### src/srtf_pkg.sv
// Shared types and constants of the shortest-remaining-time-first scheduler.
package srtf_pkg;

   // Task table size and derived widths.
   localparam int MAX_TASKS = 16;
   localparam int IDX_W     = $clog2(MAX_TASKS);

   // Field widths.
   localparam int CMD_W  = 2;
   localparam int SLOT_W = 4;
   localparam int WORK_W = 16;
   localparam int TIME_W = 32;

   // Table entry: arrival, burst, remaining (remaining in the low bits).
   localparam int ENTRY_W = 3 * WORK_W;

   // Stream widths.
   localparam int REQ_DATA_W = 40;
   localparam int REQ_USER_W = CMD_W;
   localparam int RSP_DATA_W = 136;
   localparam int RSP_USER_W = 1;

   localparam logic [TIME_W-1:0] TIME_MAX = '1;

   // Command codes.
   typedef enum logic [CMD_W-1:0] {
      CMD_LOAD  = 2'd0,
      CMD_TICK  = 2'd1,
      CMD_CLEAR = 2'd2
   } cmd_type;

   // Sequencer states.
   typedef enum logic [2:0] {
      ST_IDLE,
      ST_SCAN,
      ST_LAST,
      ST_DECIDE,
      ST_TURN,
      ST_WAIT,
      ST_PUSH
   } state_type;

endpackage

### src/srtf_ram.sv
// Generic simple dual-port RAM with one write port and a registered read.
module srtf_ram #(
   parameter int WIDTH = 8,
   parameter int DEPTH = 16
) (
   input  logic                     clock,
   input  logic                     wr_en,
   input  logic [$clog2(DEPTH)-1:0] wr_addr,
   input  logic [WIDTH-1:0]         wr_data,
   input  logic [$clog2(DEPTH)-1:0] rd_addr,
   output logic [WIDTH-1:0]         rd_data
);

   logic [WIDTH-1:0] mem_ff [DEPTH];

   // Write port and registered read port.
   always_ff @(posedge clock) begin
      if (wr_en) begin
         mem_ff[wr_addr] <= wr_data;
      end
      rd_data <= mem_ff[rd_addr];
   end

endmodule

### src/srtf_tick_scheduler_top.sv
// Top level of the shortest-remaining-time-first tick scheduler.
// Load and clear beats are handled in the idle state and return no result.
// A tick beat scans the task table one entry per cycle through the table RAM
// read port, then steps through the last, decide, turnaround, wait and push
// states; the next beat is taken once the result is in the output register.
// Reset clears every pending mark, zeroes time and drops the running mark at once.
module srtf_tick_scheduler_top (
   input  logic                              clock,
   input  logic                              reset,
   input  logic                              req_tvalid,
   output logic                              req_tready,
   // slot[3:0], arrival[19:4], burst[35:20], zero fill
   input  logic [srtf_pkg::REQ_DATA_W-1:0]   req_tdata,
   // command[1:0]
   input  logic [srtf_pkg::REQ_USER_W-1:0]   req_tuser,
   output logic                              rsp_tvalid,
   input  logic                              rsp_tready,
   // tick_time[31:0], ran_slot[35:32], finished[36], finish_time[68:37],
   // turnaround[100:69], waiting[132:101], all_done[133], zero fill
   output logic [srtf_pkg::RSP_DATA_W-1:0]   rsp_tdata,
   // idle[0]
   output logic [srtf_pkg::RSP_USER_W-1:0]   rsp_tuser
);
   import srtf_pkg::*;

   // Control state.
   state_type            state_ff, state_in;
   logic [IDX_W-1:0]     rd_idx_ff, rd_idx_in;
   logic                 cmp_vld_ff, cmp_vld_in;
   logic [IDX_W-1:0]     cmp_idx_ff;
   logic [MAX_TASKS-1:0] pend_ff, pend_in;
   logic [TIME_W-1:0]    time_ff, time_in;
   logic [IDX_W-1:0]     run_slot_ff, run_slot_in;
   logic                 run_vld_ff, run_vld_in;
   logic                 rsp_valid_ff, rsp_valid_in;

   // Search and result working registers.
   logic                  found_ff, found_in;
   logic [IDX_W-1:0]      best_idx_ff, best_idx_in;
   logic [WORK_W-1:0]     best_rem_ff, best_rem_in;
   logic [WORK_W-1:0]     best_arr_ff, best_arr_in;
   logic [WORK_W-1:0]     best_bur_ff, best_bur_in;
   logic                  rrdy_ff, rrdy_in;
   logic [WORK_W-1:0]     rrem_ff, rrem_in;
   logic [WORK_W-1:0]     rarr_ff, rarr_in;
   logic [WORK_W-1:0]     rbur_ff, rbur_in;
   logic [IDX_W-1:0]      pick_idx_ff, pick_idx_in;
   logic [WORK_W-1:0]     pick_arr_ff, pick_arr_in;
   logic [WORK_W-1:0]     pick_bur_ff, pick_bur_in;
   logic                  fin_ff, fin_in;
   logic [TIME_W-1:0]     done_ff, done_in;
   logic [TIME_W-1:0]     turn_ff, turn_in;
   logic [TIME_W-1:0]     wait_ff, wait_in;
   logic [RSP_DATA_W-1:0] rsp_data_ff, rsp_data_in;
   logic [RSP_USER_W-1:0] rsp_user_ff, rsp_user_in;

   // Table RAM ports.
   logic                 ram_we;
   logic [IDX_W-1:0]     ram_waddr;
   logic [ENTRY_W-1:0]   ram_wdata;
   logic [ENTRY_W-1:0]   ram_rdata;

   // Request fields.
   cmd_type              req_cmd;
   logic [SLOT_W-1:0]    req_slot;
   logic [WORK_W-1:0]    req_arrival;
   logic [WORK_W-1:0]    req_burst;

   // Entry fields coming back from the RAM.
   logic [WORK_W-1:0]    rd_rem, rd_bur, rd_arr;
   logic                 rd_ready;

   // Helpers for the decision step.
   logic                 use_run;
   logic [WORK_W-1:0]    pick_rem;
   logic [WORK_W-1:0]    new_rem;
   logic [TIME_W-1:0]    time_next;

   assign req_cmd     = cmd_type'(req_tuser);
   assign req_slot    = req_tdata[3:0];
   assign req_arrival = req_tdata[19:4];
   assign req_burst   = req_tdata[35:20];

   assign rd_rem = ram_rdata[WORK_W-1:0];
   assign rd_bur = ram_rdata[2*WORK_W-1:WORK_W];
   assign rd_arr = ram_rdata[3*WORK_W-1:2*WORK_W];

   // An entry is ready when it has work left and has arrived.
   assign rd_ready = cmp_vld_ff && pend_ff[cmp_idx_ff] &&
                     ({{(TIME_W-WORK_W){1'b0}}, rd_arr} <= time_ff);

   assign time_next = (time_ff == TIME_MAX) ? time_ff : time_ff + 1'b1;

   assign req_tready = (state_ff == ST_IDLE);
   assign rsp_tvalid = rsp_valid_ff;
   assign rsp_tdata  = rsp_data_ff;
   assign rsp_tuser  = rsp_user_ff;

   // Task table: arrival, burst and remaining work per slot.
   srtf_ram #(
      .WIDTH(ENTRY_W),
      .DEPTH(MAX_TASKS)
   ) u_table (
      .clock   (clock),
      .wr_en   (ram_we),
      .wr_addr (ram_waddr),
      .wr_data (ram_wdata),
      .rd_addr (rd_idx_ff),
      .rd_data (ram_rdata)
   );

   // Running task wins over the best candidate unless that one is strictly shorter.
   assign use_run  = found_ff && rrdy_ff && (rrem_ff <= best_rem_ff);
   assign pick_rem = use_run ? rrem_ff : best_rem_ff;
   assign new_rem  = pick_rem - 1'b1;

   // Next state and datapath control.
   always_comb begin
      state_in     = state_ff;
      rd_idx_in    = rd_idx_ff;
      cmp_vld_in   = 1'b0;
      pend_in      = pend_ff;
      time_in      = time_ff;
      run_slot_in  = run_slot_ff;
      run_vld_in   = run_vld_ff;
      rsp_valid_in = rsp_valid_ff && !rsp_tready;
      found_in     = found_ff;
      best_idx_in  = best_idx_ff;
      best_rem_in  = best_rem_ff;
      best_arr_in  = best_arr_ff;
      best_bur_in  = best_bur_ff;
      rrdy_in      = rrdy_ff;
      rrem_in      = rrem_ff;
      rarr_in      = rarr_ff;
      rbur_in      = rbur_ff;
      pick_idx_in  = pick_idx_ff;
      pick_arr_in  = pick_arr_ff;
      pick_bur_in  = pick_bur_ff;
      fin_in       = fin_ff;
      done_in      = done_ff;
      turn_in      = turn_ff;
      wait_in      = wait_ff;
      rsp_data_in  = rsp_data_ff;
      rsp_user_in  = rsp_user_ff;
      ram_we       = 1'b0;
      ram_waddr    = '0;
      ram_wdata    = '0;

      // Fold the entry returned by the RAM into the running search.
      if (rd_ready) begin
         if (!found_ff || (rd_rem < best_rem_ff)) begin
            found_in    = 1'b1;
            best_idx_in = cmp_idx_ff;
            best_rem_in = rd_rem;
            best_arr_in = rd_arr;
            best_bur_in = rd_bur;
         end
         if (run_vld_ff && (cmp_idx_ff == run_slot_ff)) begin
            rrdy_in = 1'b1;
            rrem_in = rd_rem;
            rarr_in = rd_arr;
            rbur_in = rd_bur;
         end
      end

      unique case (state_ff)
         ST_IDLE: begin
            if (req_tvalid) begin
               case (req_cmd)
                  CMD_LOAD: begin
                     if (32'(req_slot) < MAX_TASKS) begin
                        ram_we    = 1'b1;
                        ram_waddr = IDX_W'(req_slot);
                        ram_wdata = {req_arrival, req_burst, req_burst};
                        pend_in[IDX_W'(req_slot)] = (req_burst != '0);
                        if (run_vld_ff && (run_slot_ff == IDX_W'(req_slot))) begin
                           run_vld_in = 1'b0;
                        end
                     end
                  end
                  CMD_TICK: begin
                     found_in  = 1'b0;
                     rrdy_in   = 1'b0;
                     rd_idx_in = '0;
                     state_in  = ST_SCAN;
                  end
                  CMD_CLEAR: begin
                     pend_in     = '0;
                     time_in     = '0;
                     run_slot_in = '0;
                     run_vld_in  = 1'b0;
                  end
                  default: begin
                  end
               endcase
            end
         end
         ST_SCAN: begin
            // One read per cycle; the data is compared in the following cycle.
            cmp_vld_in = 1'b1;
            if (rd_idx_ff == IDX_W'(MAX_TASKS - 1)) begin
               state_in = ST_LAST;
            end else begin
               rd_idx_in = rd_idx_ff + 1'b1;
            end
         end
         ST_LAST: begin
            state_in = ST_DECIDE;
         end
         ST_DECIDE: begin
            pick_idx_in = use_run ? run_slot_ff : best_idx_ff;
            pick_arr_in = use_run ? rarr_ff : best_arr_ff;
            pick_bur_in = use_run ? rbur_ff : best_bur_ff;
            fin_in      = found_ff && (new_rem == '0);
            done_in     = (found_ff && (new_rem == '0)) ? time_next : '0;
            if (found_ff) begin
               ram_we      = 1'b1;
               ram_waddr   = pick_idx_in;
               ram_wdata   = {pick_arr_in, pick_bur_in, new_rem};
               run_slot_in = pick_idx_in;
               run_vld_in  = (new_rem != '0);
               if (new_rem == '0) begin
                  pend_in[pick_idx_in] = 1'b0;
               end
            end
            state_in = ST_TURN;
         end
         ST_TURN: begin
            turn_in  = fin_ff ? done_ff - {{(TIME_W-WORK_W){1'b0}}, pick_arr_ff} : '0;
            state_in = ST_WAIT;
         end
         ST_WAIT: begin
            wait_in = (fin_ff && (turn_ff >= {{(TIME_W-WORK_W){1'b0}}, pick_bur_ff})) ?
                      turn_ff - {{(TIME_W-WORK_W){1'b0}}, pick_bur_ff} : '0;
            state_in = ST_PUSH;
         end
         ST_PUSH: begin
            // Hand the result to the output register once it is free.
            if (!rsp_valid_ff || rsp_tready) begin
               rsp_valid_in = 1'b1;
               rsp_data_in  = '0;
               rsp_data_in[31:0]    = time_ff;
               rsp_data_in[35:32]   = found_ff ? SLOT_W'(pick_idx_ff) : '0;
               rsp_data_in[36]      = fin_ff;
               rsp_data_in[68:37]   = done_ff;
               rsp_data_in[100:69]  = turn_ff;
               rsp_data_in[132:101] = wait_ff;
               rsp_data_in[133]     = ~|pend_ff;
               rsp_user_in          = !found_ff;
               time_in              = time_next;
               state_in             = ST_IDLE;
            end
         end
         default: begin
            state_in = ST_IDLE;
         end
      endcase
   end

   // Control registers.
   always_ff @(posedge clock) begin
      if (reset) begin
         state_ff     <= ST_IDLE;
         rd_idx_ff    <= '0;
         cmp_vld_ff   <= 1'b0;
         pend_ff      <= '0;
         time_ff      <= '0;
         run_slot_ff  <= '0;
         run_vld_ff   <= 1'b0;
         rsp_valid_ff <= 1'b0;
      end else begin
         state_ff     <= state_in;
         rd_idx_ff    <= rd_idx_in;
         cmp_vld_ff   <= cmp_vld_in;
         pend_ff      <= pend_in;
         time_ff      <= time_in;
         run_slot_ff  <= run_slot_in;
         run_vld_ff   <= run_vld_in;
         rsp_valid_ff <= rsp_valid_in;
      end
   end

   // Payload registers.
   always_ff @(posedge clock) begin
      cmp_idx_ff  <= rd_idx_ff;
      found_ff    <= found_in;
      best_idx_ff <= best_idx_in;
      best_rem_ff <= best_rem_in;
      best_arr_ff <= best_arr_in;
      best_bur_ff <= best_bur_in;
      rrdy_ff     <= rrdy_in;
      rrem_ff     <= rrem_in;
      rarr_ff     <= rarr_in;
      rbur_ff     <= rbur_in;
      pick_idx_ff <= pick_idx_in;
      pick_arr_ff <= pick_arr_in;
      pick_bur_ff <= pick_bur_in;
      fin_ff      <= fin_in;
      done_ff     <= done_in;
      turn_ff     <= turn_in;
      wait_ff     <= wait_in;
      rsp_data_ff <= rsp_data_in;
      rsp_user_ff <= rsp_user_in;
   end

endmodule

### config.mk
export PLATFORM = sky130hd
export DESIGN_NAME = srtf_tick_scheduler_top
export DESIGN_NICKNAME = d
export VERILOG_FILES = /design/src/srtf_pkg.sv /design/src/srtf_ram.sv /design/src/srtf_tick_scheduler_top.sv
export SDC_FILE = /design/constraint.sdc
export NUM_CORES = 1
export LEC_CHECK = 0
export ABC_AREA = 1
export BUFFER_PORTS_ARGS = -buffer_cell sky130_fd_sc_hd__buf_2
export CAP_MARGIN = 20
export CORE_MARGIN = 5
export CORE_UTILIZATION = 55
export DETAILED_ROUTE_END_ITERATION = 12
export HOLD_SLACK_MARGIN = 0.15
export PLACE_DENSITY = 0.78
export REMOVE_ABC_BUFFERS = 1
export SLEW_MARGIN = 20
export SYNTH_ARGS = -nofsm -noshare
export SYNTH_HDL_FRONTEND = slang
export SYNTH_SLANG_ARGS = --single-unit
### constraint.sdc
create_clock -name clock -period 8.4 [get_ports clock]
set_input_delay 0.84 -clock clock [delete_from_list [all_inputs] [get_ports clock]]
set_output_delay 0.84 -clock clock [all_outputs]
set_load 0.01 [all_outputs]
==> results.md <==
- Status: finished clean
- Die Y-Extent: 317.2 um
- # Max-Cap Violations: 0
- GRT Overall Usage: 25.67%
- Overall power: 13.27 mW
- Fmax: 0.1994 GHz
- Die area: 100600 sq um
- Final WL: 132400 um
- Residual DRC: 0
- Slew headroom: 19.17%
- Top post-synthesis cells by area: edfxtp_1 (66%), o21ai_0 (4.8%), nor2_1 (4.5%)
- Synth area leader: edfxtp_1
- Placed cell areas: 54150 sq um
- #FFs+latches synth: 1252
- Pin slew with the least headroom to its limit: 1.200 ns
- Critical Path Most Common Cell: nand2_1
- DRT Pass-1 Iters: 5
- Hold path start: wait_ff[7]
- Layout Nets: 4578
- Placer Congestion: 0.9276
- Vias in the first global route: 33460
- Post-synthesis compound-gate area fraction: 11.38%
- Hpwl dp: 75950 um
- Final period util: 59.70%
- Max FO, Critical Path: 55
- Starting Density: 55.53%
- Largest stage delay on the critical path: 0.68 ns
- Vias: 35252
- Hold_buf cts: 0
- Crit path buffers/inverters: 4
- Post_cts resized: 0
- Slowest stage cell, crit path: buf_4
- Synth Flop Type: edfxtp_1
- Largest net degree at the start of global routing: 232
- Area growth syn-to-layout: 12.17%
- Largest family of logic cells by synthesized area: compound AO/OA/AOI/OAI gates
- EDFF count, synth: 1136
- Synth Warn #: 0
- Worst setup EP type: flop
- Synth Area in XOR/XNOR: 0.7593%
- Count of input and output buffers: 178
- Yosys top cell area share: 65.72%
- Ys async rst share: 0%
- DP Worst Slack: 3.449 ns
- CP startpoint kind: flop
- Final setup vio count: 0
- # H-tree levels: 3
- Mean post-synth cell area: 12.07 sq um
- Synth Area in Adders: 2.078%
- # clock sinks: 1252
- Hold Fails Final Rpt: 0
- Max Slew Vio Count: 0
- First-pass GRT wire length: 196900 um
- Die Wd: 317.2 um
- Routed Antenna Nets: 0
- CTS tree: done
- Root Driver: clkbuf_16
- Crit path from: best_rem_ff[3]
- Clock latency at the later pin of the worst-skew pair: 0.70 ns
- Synth Instances: 4300
- Gr ovfl total: 0
- Cell Pwr Density: 227.9 nW/um^2
- Crit path kind: flop to flop
- Total setup buffers inserted after CTS: 0
- Final instance area: 58220 sq um
- Post-DR wirelength/cell: 22.80 um
- Critical Path RT: 8.98 ns
- Register area share after synthesis: 70.20%
- Fraction of layout cells with a size suffix above 1: 11.93%
- Top Ports: 185
- Synth Area in Simple Gates: 11.04%
- Lkg Pwr: 20.74 nW
- Starting DRT DRC Count: 4495
- Clk slew on worst S/H paths: 0.06 ns
- Family with the most delay on the worst path: simple AND/OR/NAND/NOR gates
- Final min period: 5.015 ns
- Core box area: 93470 sq um
- Worst setup margin: 3.385 ns
- Fill cell count: 6874
- CTS max path bufs: 3
- Antenna violations before repair: 4
- Hold Path Class: flop to flop
- Post-synthesis mux area share: 0.2386%
- Worst path arrival time: 5.59 ns
- FF-to-FF Start: best_rem_ff[3]
- CTS Buf Count: 117
- VDD IR max: 0.0001856 V
- Rows: 112
- RSZ-0062 raised after global routing: no
- Final setup skew: 0.02823 ns
- Yosys cell types: 56
- Drt via density: 6.070
- Setup tns final: 0 ns
- Cell area after synthesis: 51900 sq um
-- registers in the layout, summed over array words and instances, names as in the netlist, 32 cells and up --
| signal | count |
|---|---|
| turn_ff | 32 |
| rsp_tdata | 134 |
| u_table.rd_data | 48 |
| done_ff | 32 |
| u_table.mem_ff | 768 |
| time_ff | 32 |
| wait_ff | 32 |
-- where the power goes --
group | total [mW] | switching, mW | internal (mW)
clock | 5.32 | 2.22 | 3.11
sequential | 7.00 | 0.115 | 6.88
combinational | 0.947 | 0.674 | 0.273
total | 13.3 | 3.01 | 10.3
-- Yosys cell counts (3+ instances only) --
cell	n
buf_2	10
o221ai_1	142
or2_2	8
clkinv_1	4
o21a_1	9
a32oi_1	16
nor3_1	35
nand3_2	14
nand3_1	117
nand2_2	16
xnor2_1	6
a22o_1	7
o21bai_1	4
o21ai_0	497
o211ai_1	57
ha_1	83
inv_2	4
nor2_2	6
nand4_1	47
nand3b_1	11
o22ai_1	79
inv_1	352
buf_4	5
a21oi_1	161
nand2_1	430
nand2_4	7
a211oi_1	3
clkbuf_1	190
mux2_2	11
nor3_2	4
xor2_1	39
o21ai_1	5
nor2_4	5
edfxtp_1	1136
buf_1	5
dfxtp_1	116
buf_6	3
nor4_1	11
nor2_1	619
-- final timing paths --
check | cells after the start | endpoint | slack, ns
setup / recovery | 29 | pend_ff[14] | 3.39
hold reg to reg | 0 | rsp_tdata[108] | 0.41
hold / removal | 0 | rsp_tdata[108] | 0.41
setup reg to reg | 29 | pend_ff[14] | 3.39
-- logic make-up after synthesis --
logic type,count (synthesis)
simple gates,1338
flops,1252
compound gates,993
buf+inv,575
fa+ha+maj,85
xor+xnor,45
mux,11
other cells,1
-- cell usage in the layout, fill, tap and decap left out, types with 16 or more instances in the layout --
master,netlist,layout
o22ai_1,79,65
nor3_1,35,34
a32oi_1,16,16
ha_1,83,83
inv_1,352,349
nand4_1,47,47
xor2_1,39,39
buf_4,5,57
o21ai_0,497,493
nor2_4,5,23
clkbuf_1,190,29
nand2_1,430,430
edfxtp_1,1136,1136
nand3_1,117,117
nand2_2,16,16
clkbuf_16,0,120
clkinv_2,0,17
clkinv_1,4,21
a21oi_1,161,160
o211ai_1,57,57
buf_2,10,178
dfxtp_1,116,112
clkbuf_8,0,17
o221ai_1,142,142
nor2_1,619,599
-- per-layer routing --
| layer | up-vias | GRT usage (%) | routed length, um |
|---|---|---|---|
| met3 | 320 | 5.064 | 14260 |
| met5 | - | 0 | 8 |
| li1 | 15823 | - | - |
| met4 | 2 | 9.069 | 4477 |
| met2 | 2136 | 42.00 | 62960 |
| met1 | 16971 | 34.84 | 50730 |
-- final cells by class --
| type | count | area (sq um) | area share [%] |
|---|---|---|---|
| tap | 1254 | 1569 | 2.695 |
| inverter | 360 | 1363 | 2.340 |
| clock inverter | 58 | 590.6 | 1.014 |
| multi-input combinational | 2474 | 13490 | 23.17 |
| timing repair buffer | 242 | 1411 | 2.424 |
| sequential | 1252 | 36450 | 62.60 |
| antenna | 2 | 5.005 | 0.008596 |
| clock buffer | 166 | 3346 | 5.747 |
-- through the flow --
| stage | hold slack, ns | utilization (%) | std cells |
|---|---|---|---|
| CTS | 0.4164 | 62.15 | 5802 |
| detailed placement | 0.4045 | 57.94 | 5578 |
| global route | 0.4232 | 62.29 | 5807 |
| global placement | 0.4012 | 57.92 | 5577 |
| finish | 0.4147 | 62.29 | 5808 |
| floorplan | 0.4003 | - | 4086 |
-- worst reg2reg max path: cells and delay by family (launching register included) --
kind                     cells  cell delay (ns)
adder cells (fa/ha/maj)      2             0.57
AND/OR/NAND/NOR             23             2.96
flip-flops                   1             0.40
buffers and inverters        4             0.96
No activity file was read; power rests on OpenSTA's default activity.
